### config.mk
export PLATFORM = sky130hd
export DESIGN_NAME = sogi_ctrl
export DESIGN_NICKNAME = d
export VERILOG_FILES = /design/src/rtl/sogi_pkg.sv /design/src/rtl/sogi_ctrl.sv
export SDC_FILE = /design/constraint.sdc
export NUM_CORES = 1
export LEC_CHECK = 0
export BUFFER_PORTS_ARGS = -buffer_cell sky130_fd_sc_hd__buf_2
export CORE_AREA = 2 2 39 41
export CTS_CLUSTER_SIZE = 24
export DETAILED_ROUTE_END_ITERATION = 10
export DIE_AREA = 0 0 41 43
export GPL_TIMING_DRIVEN = 1
export PLACE_DENSITY = 0.69
export REMOVE_ABC_BUFFERS = 1
export SYNTH_ARGS = -nofsm -noshare
export SYNTH_HDL_FRONTEND = slang
export SYNTH_SLANG_ARGS = --single-unit
### constraint.sdc
create_clock -name clk -period 1.9 [get_ports clk]
set_input_delay 0 -clock clk [delete_from_list [all_inputs] [get_ports clk]]
set_output_delay 0 -clock clk [all_outputs]
set_load 0.05 [all_outputs]
### src/rtl/sogi_pkg.sv
// shared constants, types and helper functions for the sogi-pll grid tracker
// used by every rtl file of the block; depends on nothing
`default_nettype none

package sogi_pkg;

    localparam int FRAC_BITS       = 16;
    localparam int SINE_TABLE_BITS = 10;
    localparam int SAMPLE_BITS     = 16;

    localparam int QUARTER_PTS = 1 << (SINE_TABLE_BITS - 2);
    localparam int ROM_W       = FRAC_BITS + 1;
    localparam int ROM_AW      = SINE_TABLE_BITS - 1;
    localparam int SIN_W       = FRAC_BITS + 2;

    localparam int OPD_W     = 65;
    localparam int PROD_W    = 128;
    localparam int RES_W     = 64;
    localparam int SHIFT_W   = 7;
    localparam int DEN_W     = 48;
    localparam int DVD_W     = 64 + FRAC_BITS;
    localparam int DIV_CNT_W = $clog2(DVD_W + 1);

    localparam int PERIOD_SHIFT = 33;
    localparam int PLL_DT_SHIFT = 32;
    localparam int RATIO_SHIFT  = 16;
    localparam int PHASE_LSB    = 64 + FRAC_BITS;

    localparam logic [127:0] MAG_CAP = 128'd1 << 62;
    localparam logic [63:0] INV_2PI_Q64 = 64'd2935890503282001226;
    localparam logic signed [63:0] HALF_PI_Q60 = 64'sd1811004864519280710;
    localparam logic [15:0] DEFAULT_RATIO = 16'd13107;

    localparam logic [31:0] NOMINAL_RESET = 32'd20588742;
    localparam logic [19:0] SOGI_GAIN_RESET = 20'd92682;
    localparam logic [31:0] PLL_GAIN_RESET = 32'd0;
    localparam logic [15:0] RATIO_RESET = 16'd0;
    localparam logic [31:0] PERIOD_RESET = 32'd429497;

    localparam int CFG_IDX_W = 3;
    localparam logic [CFG_IDX_W-1:0] REG_NOMINAL_OMEGA = 3'd0;
    localparam logic [CFG_IDX_W-1:0] REG_SOGI_GAIN     = 3'd1;
    localparam logic [CFG_IDX_W-1:0] REG_PLL_GAIN      = 3'd2;
    localparam logic [CFG_IDX_W-1:0] REG_LIMIT_RATIO   = 3'd3;
    localparam logic [CFG_IDX_W-1:0] REG_SAMPLE_PERIOD = 3'd4;

    typedef enum logic [4:0] {
        OP_H, OP_HK, OP_HH, OP_M1, OP_M2, OP_M3, OP_M4, OP_DIV, OP_M5, OP_M6,
        OP_AR, OP_BR, OP_P1, OP_P2, OP_G, OP_T2, OP_LIM, OP_WD, OP_PH
    } op_t;

    typedef struct packed {
        op_t  op;
        logic accept;
        logic mul_start;
        logic div_start;
        logic commit;
        logic finish;
    } cmd_t;

    typedef struct packed {
        logic mul_done;
        logic div_done;
    } status_t;

    typedef logic [ROM_W-1:0] rom_t [QUARTER_PTS+1];

    function automatic logic signed [65:0] sat_w(input logic signed [65:0] v, input int w);
        logic signed [65:0] hi;
        logic signed [65:0] lo;
        hi = (66'sd1 <<< (w - 1)) - 66'sd1;
        lo = -hi - 66'sd1;
        if (v > hi)
            return hi;
        else if (v < lo)
            return lo;
        return v;
    endfunction

    // elaboration-time product with floor and magnitude cap
    function automatic logic signed [63:0] cmulq(input logic signed [63:0] a,
                                                 input logic signed [63:0] b,
                                                 input int s);
        logic [127:0] p;
        logic signed [127:0] q;
        p = {{64{a[63]}}, a} * {{64{b[63]}}, b};
        q = $signed(p) >>> s;
        if (q > $signed(MAG_CAP))
            q = $signed(MAG_CAP);
        else if (q < -$signed(MAG_CAP))
            q = -$signed(MAG_CAP);
        return q[63:0];
    endfunction

    // quarter-wave sine by taylor series, evaluated once at elaboration
    function automatic rom_t build_rom();
        rom_t rom;
        logic signed [63:0] x;
        logic signed [63:0] x2;
        logic signed [63:0] term;
        logic signed [63:0] sum;
        logic [63:0] rnd;
        for (int i = 0; i <= QUARTER_PTS; i++)
        begin
            x = cmulq(HALF_PI_Q60, 64'(i), SINE_TABLE_BITS - 2);
            x2 = cmulq(x, x, 60);
            term = x;
            sum = x;
            term = -(cmulq(term, x2, 60) / 64'sd6);   sum = sum + term;
            term = -(cmulq(term, x2, 60) / 64'sd20);  sum = sum + term;
            term = -(cmulq(term, x2, 60) / 64'sd42);  sum = sum + term;
            term = -(cmulq(term, x2, 60) / 64'sd72);  sum = sum + term;
            term = -(cmulq(term, x2, 60) / 64'sd110); sum = sum + term;
            term = -(cmulq(term, x2, 60) / 64'sd156); sum = sum + term;
            term = -(cmulq(term, x2, 60) / 64'sd210); sum = sum + term;
            term = -(cmulq(term, x2, 60) / 64'sd272); sum = sum + term;
            term = -(cmulq(term, x2, 60) / 64'sd342); sum = sum + term;
            term = -(cmulq(term, x2, 60) / 64'sd420); sum = sum + term;
            term = -(cmulq(term, x2, 60) / 64'sd506); sum = sum + term;
            term = -(cmulq(term, x2, 60) / 64'sd600); sum = sum + term;
            term = -(cmulq(term, x2, 60) / 64'sd702); sum = sum + term;
            term = -(cmulq(term, x2, 60) / 64'sd812); sum = sum + term;
            if (sum < 0)
                sum = 64'sd0;
            rnd = (64'(sum) + (64'd1 << (59 - FRAC_BITS))) >> (60 - FRAC_BITS);
            rom[i] = rnd[ROM_W-1:0];
        end
        return rom;
    endfunction

    localparam rom_t SINE_ROM = build_rom();

    function automatic logic signed [SIN_W-1:0] sine_at(input logic [SINE_TABLE_BITS-1:0] idx);
        logic [1:0] quad;
        logic [ROM_AW-1:0] r;
        logic [ROM_W-1:0] v;
        quad = idx[SINE_TABLE_BITS-1 -: 2];
        r = {1'b0, idx[SINE_TABLE_BITS-3:0]};
        v = quad[0] ? SINE_ROM[ROM_AW'(QUARTER_PTS) - r] : SINE_ROM[r];
        return quad[1] ? -$signed({1'b0, v}) : $signed({1'b0, v});
    endfunction

endpackage

`default_nettype wire

### src/rtl/sogi_ctrl.sv
// controller: sequences the multiply and divide steps of one sample and owns the handshakes
// depends on sogi_pkg
`default_nettype none

module sogi_ctrl
(
    input  wire logic              clk,
    input  wire logic              rst_n,
    input  wire logic              in_valid,
    output logic                   in_stall,
    output logic                   out_valid,
    input  wire logic              out_stall,
    input  wire sogi_pkg::status_t st,
    output sogi_pkg::cmd_t         cmd
);

    typedef enum logic [3:0] {
        ST_IDLE   = 4'b0001,
        ST_ISSUE  = 4'b0010,
        ST_WAIT   = 4'b0100,
        ST_FINISH = 4'b1000
    } state_t;

    state_t state_reg, state_next;
    sogi_pkg::op_t op_reg, op_next;
    logic out_valid_reg, out_valid_next;
    logic step_done;

    always_comb
    begin
        state_next     = state_reg;
        op_next        = op_reg;
        out_valid_next = out_valid_reg;
        cmd            = '0;
        cmd.op         = op_reg;
        in_stall       = 1'b1;
        step_done      = (op_reg == sogi_pkg::OP_DIV) ? st.div_done : st.mul_done;

        if (out_valid_reg && !out_stall)
            out_valid_next = 1'b0;

        case (state_reg)
            ST_IDLE:
            begin
                in_stall = 1'b0;
                if (in_valid)
                begin
                    cmd.accept = 1'b1;
                    op_next    = sogi_pkg::OP_H;
                    state_next = ST_ISSUE;
                end
            end
            ST_ISSUE:
            begin
                if (op_reg == sogi_pkg::OP_DIV)
                    cmd.div_start = 1'b1;
                else
                    cmd.mul_start = 1'b1;
                state_next = ST_WAIT;
            end
            ST_WAIT:
            begin
                if (step_done)
                begin
                    cmd.commit = 1'b1;
                    if (op_reg == sogi_pkg::OP_PH)
                        state_next = ST_FINISH;
                    else
                    begin
                        op_next    = sogi_pkg::op_t'(5'(op_reg) + 5'd1);
                        state_next = ST_ISSUE;
                    end
                end
            end
            ST_FINISH:
            begin
                // result register free or emptied this cycle
                if (!out_valid_reg || !out_stall)
                begin
                    cmd.finish     = 1'b1;
                    out_valid_next = 1'b1;
                    state_next     = ST_IDLE;
                end
            end
            default:
            begin
                state_next = ST_IDLE;
            end
        endcase
    end

    always_ff @(posedge clk or negedge rst_n)
    begin
        if (!rst_n)
        begin
            state_reg     <= ST_IDLE;
            op_reg        <= sogi_pkg::OP_H;
            out_valid_reg <= 1'b0;
        end
        else
        begin
            state_reg     <= state_next;
            op_reg        <= op_next;
            out_valid_reg <= out_valid_next;
        end
    end

    assign out_valid = out_valid_reg;

endmodule

`default_nettype wire

==> metrics <==
Die Height=43 um; # IOs=18; placer's final routability congestion estimate=0.811; largest net degree at the start of global routing=11; via count=555; unique cell type count in the Yosys netlist=29; initial antenna violation count=0; vias in the first global route=494; status=finished clean; net load switching power=0.404 mW; HP Class=input pin to register; Seq/Total Area, Yosys=41.3%; DIE WIDTH=41 um; first-pass GRT wire length=1.97 mm; core area=1380 sq um; Max Cap Violations=0; met3 Usage GRT=4.71%; GRT met1 Usage=18.7%; CTS tree=yes; Synth warnings=0; CTS max path bufs=2; row cnt=14; number of synthesized register bits=10; DRT iter0 DRCs=7; Ant. Diodes=0; number of max-slew violations in the final report=0; grt met2 use=27.8%; Layout area overhead=31.2%; final setup TNS=0 ns; combinational share of power=42.9%; ratio of cells with drive above 1 in the final layout=39.5%; Clock Sinks=10; 1st-pass router iterations=4; DP Area=718 sq um; Mapped Cells=61; CTS Root Cell=clkbuf_4; GRT Overall Usage=17.2%; Max VDD drop=0.000567 V; Max stage delay on crit path=0.72 ns; mean area per synthesized cell=9.99 sq um; number of flip-flops in the largest register=5; Critical Path AT=1.82 ns; # DRC=0; Max Fclk=550 MHz; leakage=0.370 nW; CP cell instances=or4b_2 > a21oi_1 > buf_2; P per Cell Area=1130 nW/um^2; Bufs and invs on worst path=1; Final Hold Vio Count=0; critical path launch point type=register; Slew @ Worst Pin=0.317 ns; GRT Residual Overflow=0; Sequential Power Share=35.2%; dpl hpwl=988 um; Tcrit/Tclk final=95.8%; H-tree Lvls=1; Final Instance Area=800 sq um; critical path's slowest cell=or4b_2; Routed Antenna Nets=0; Final setup viols=0; Port-buffer cells=17; Initial Utilization=44.0%; Setup Skew=0.00202 ns; crit path kind=register to output pin; Post-Syn Area=609 sq um; Die Area=1760 sq um; Clk pin slew, worst setup/hold paths=0.07 ns; drt wl/cell=12.6 um; clock latency on the worst-skew pair=0.27 ns; CP required=1.90 ns; Power Internal=0.496 mW; Clock Power Share=21.9%; most used routing layer=met2; routed wire length=1.29 mm; fin crit period=1.82 ns; Avg Vias per Cell=5.44; Num CTS Buffers=3; Crit Path Max Fanout=6; CP endpoint kind=output pin; Slew headroom=78.7%; delay-heaviest family, CP=simple AND/OR/NAND/NOR gates; switching part of the total power=44.9%; Final nets=95
cells by family after synthesis:
| logic type | Yosys count | synth area share (%) |
|---|---|---|
| mux | 4 | 6.78 |
| buf+inv | 5 | 4.31 |
| compound gates | 12 | 12.3 |
| flops | 10 | 41.3 |
| fa+ha+maj | 2 | 4.11 |
| simple gates | 28 | 31.2 |
cell usage in the layout, fill, tap and decap left out, types with 3 or more instances in the layout:
master,n
buf_2,16
buf_4,3
clkbuf_4,4
nand2_1,6
dfrtp_1,9
nand3b_1,3
inv_1,4
a21oi_1,4
nor2_1,3
timing repair:
item	4_1_cts	5_1_grt
endpoints found under the setup margin	1	5
endpoints found under the hold margin	11	0
pin swaps	0	1
hold buffers	2	0
resized for setup	2	3
buffers inserted	0	1
synthesized netlist by cell type (all sizes together):
| cell type | n | area share, % |
|---|---|---|
| nand2 | 6 | 3.7 |
| mux2i | 3 | 4.9 |
| a31oi | 2 | 2.1 |
| o32ai | 1 | 1.4 |
| buf | 1 | 1.8 |
| o22ai | 2 | 2.1 |
| nor2b | 1 | 1.0 |
| or4 | 1 | 1.2 |
| nand4b | 2 | 2.9 |
| ha | 2 | 4.1 |
| o21a | 1 | 1.2 |
| nor2 | 3 | 1.8 |
| o311ai | 1 | 1.4 |
| nand2b | 1 | 1.0 |
| a21oi | 4 | 3.3 |
| and4bb | 1 | 2.1 |
| nand3 | 2 | 1.6 |
| mux2 | 1 | 1.8 |
| dfstp | 1 | 4.3 |
| nand3b | 3 | 3.7 |
| inv | 4 | 2.5 |
| and4b | 1 | 1.6 |
| dfrtp | 9 | 37 |
| nor3b | 3 | 4.5 |
| o21ai | 1 | 0.82 |
| or4b | 2 | 3.9 |
| or2 | 2 | 2.1 |
worst register-to-register path, cell delays in order, from the launching register on:
cell and delay (ns):
dfrtp_1 0.42, ha_2 0.21, and4bb_2 0.26, mux2i_4 0.21, or4_1 0.47, o311ai_1 0.10
metrics by stage:
step / power [mW] / setup WS, ns / cells / util, % / hold WS, ns
2_1_floorplan: 0.604 / -0.444 / 60 / - / -0.296
3_3_place_gp: 0.698 / 0.146 / 95 / 51.9 / -0.127
3_5_place_dp: 0.704 / 0.0179 / 95 / 51.9 / -0.123
4_1_cts: 0.907 / 0.0123 / 101 / 56.9 / 0.0156
5_1_grt: 0.953 / -0.000331 / 102 / 57.8 / 0.0205
6_report: 0.901 / 0.0805 / 102 / 57.8 / 0.0239
layer usage:
layer	part of all wire [%]	vias to the layer above
met1	43	257
met3	4.5	4
met5	0	-
met2	50	14
met4	1.9	0
li1	-	280
layout make-up:
| class | instances | area (sq um) |
|---|---|---|
| clock buffers | 4 | 36.3 |
| inverters | 4 | 15.0 |
| flip-flops and latches | 10 | 251 |
| fillers | 125 | 584 |
| repair buffers | 22 | 130 |
| well taps | 16 | 20.0 |
| multi-input cells | 46 | 347 |
path summary, 6_finish.rpt:
path	start	endpoint	slack (ns)	depth (start not counted)
min reg2reg	out_valid	out_valid	0.55	2
min	st[1]	op_reg[3]	0.02	2
max reg2reg	op_reg[1]	op_reg[3]	0.13	5
min in group asynchronous	rst_n	state_reg[3]	0.10	2
max	state_reg[1]	cmd[0]	0.08	3
max in group asynchronous	rst_n	state_reg[0]	1.54	2
power by group through the flow:
stage	Sequential, mW	Clock, mW	Combinational, mW
after floorplan	0.369	0	0.235
after global placement	0.318	0	0.380
after detailed placement	0.321	0	0.383
after CTS	0.317	0.202	0.388
after global routing	0.324	0.213	0.417
final	0.317	0.197	0.387
Power figures use the tool's default switching activity.
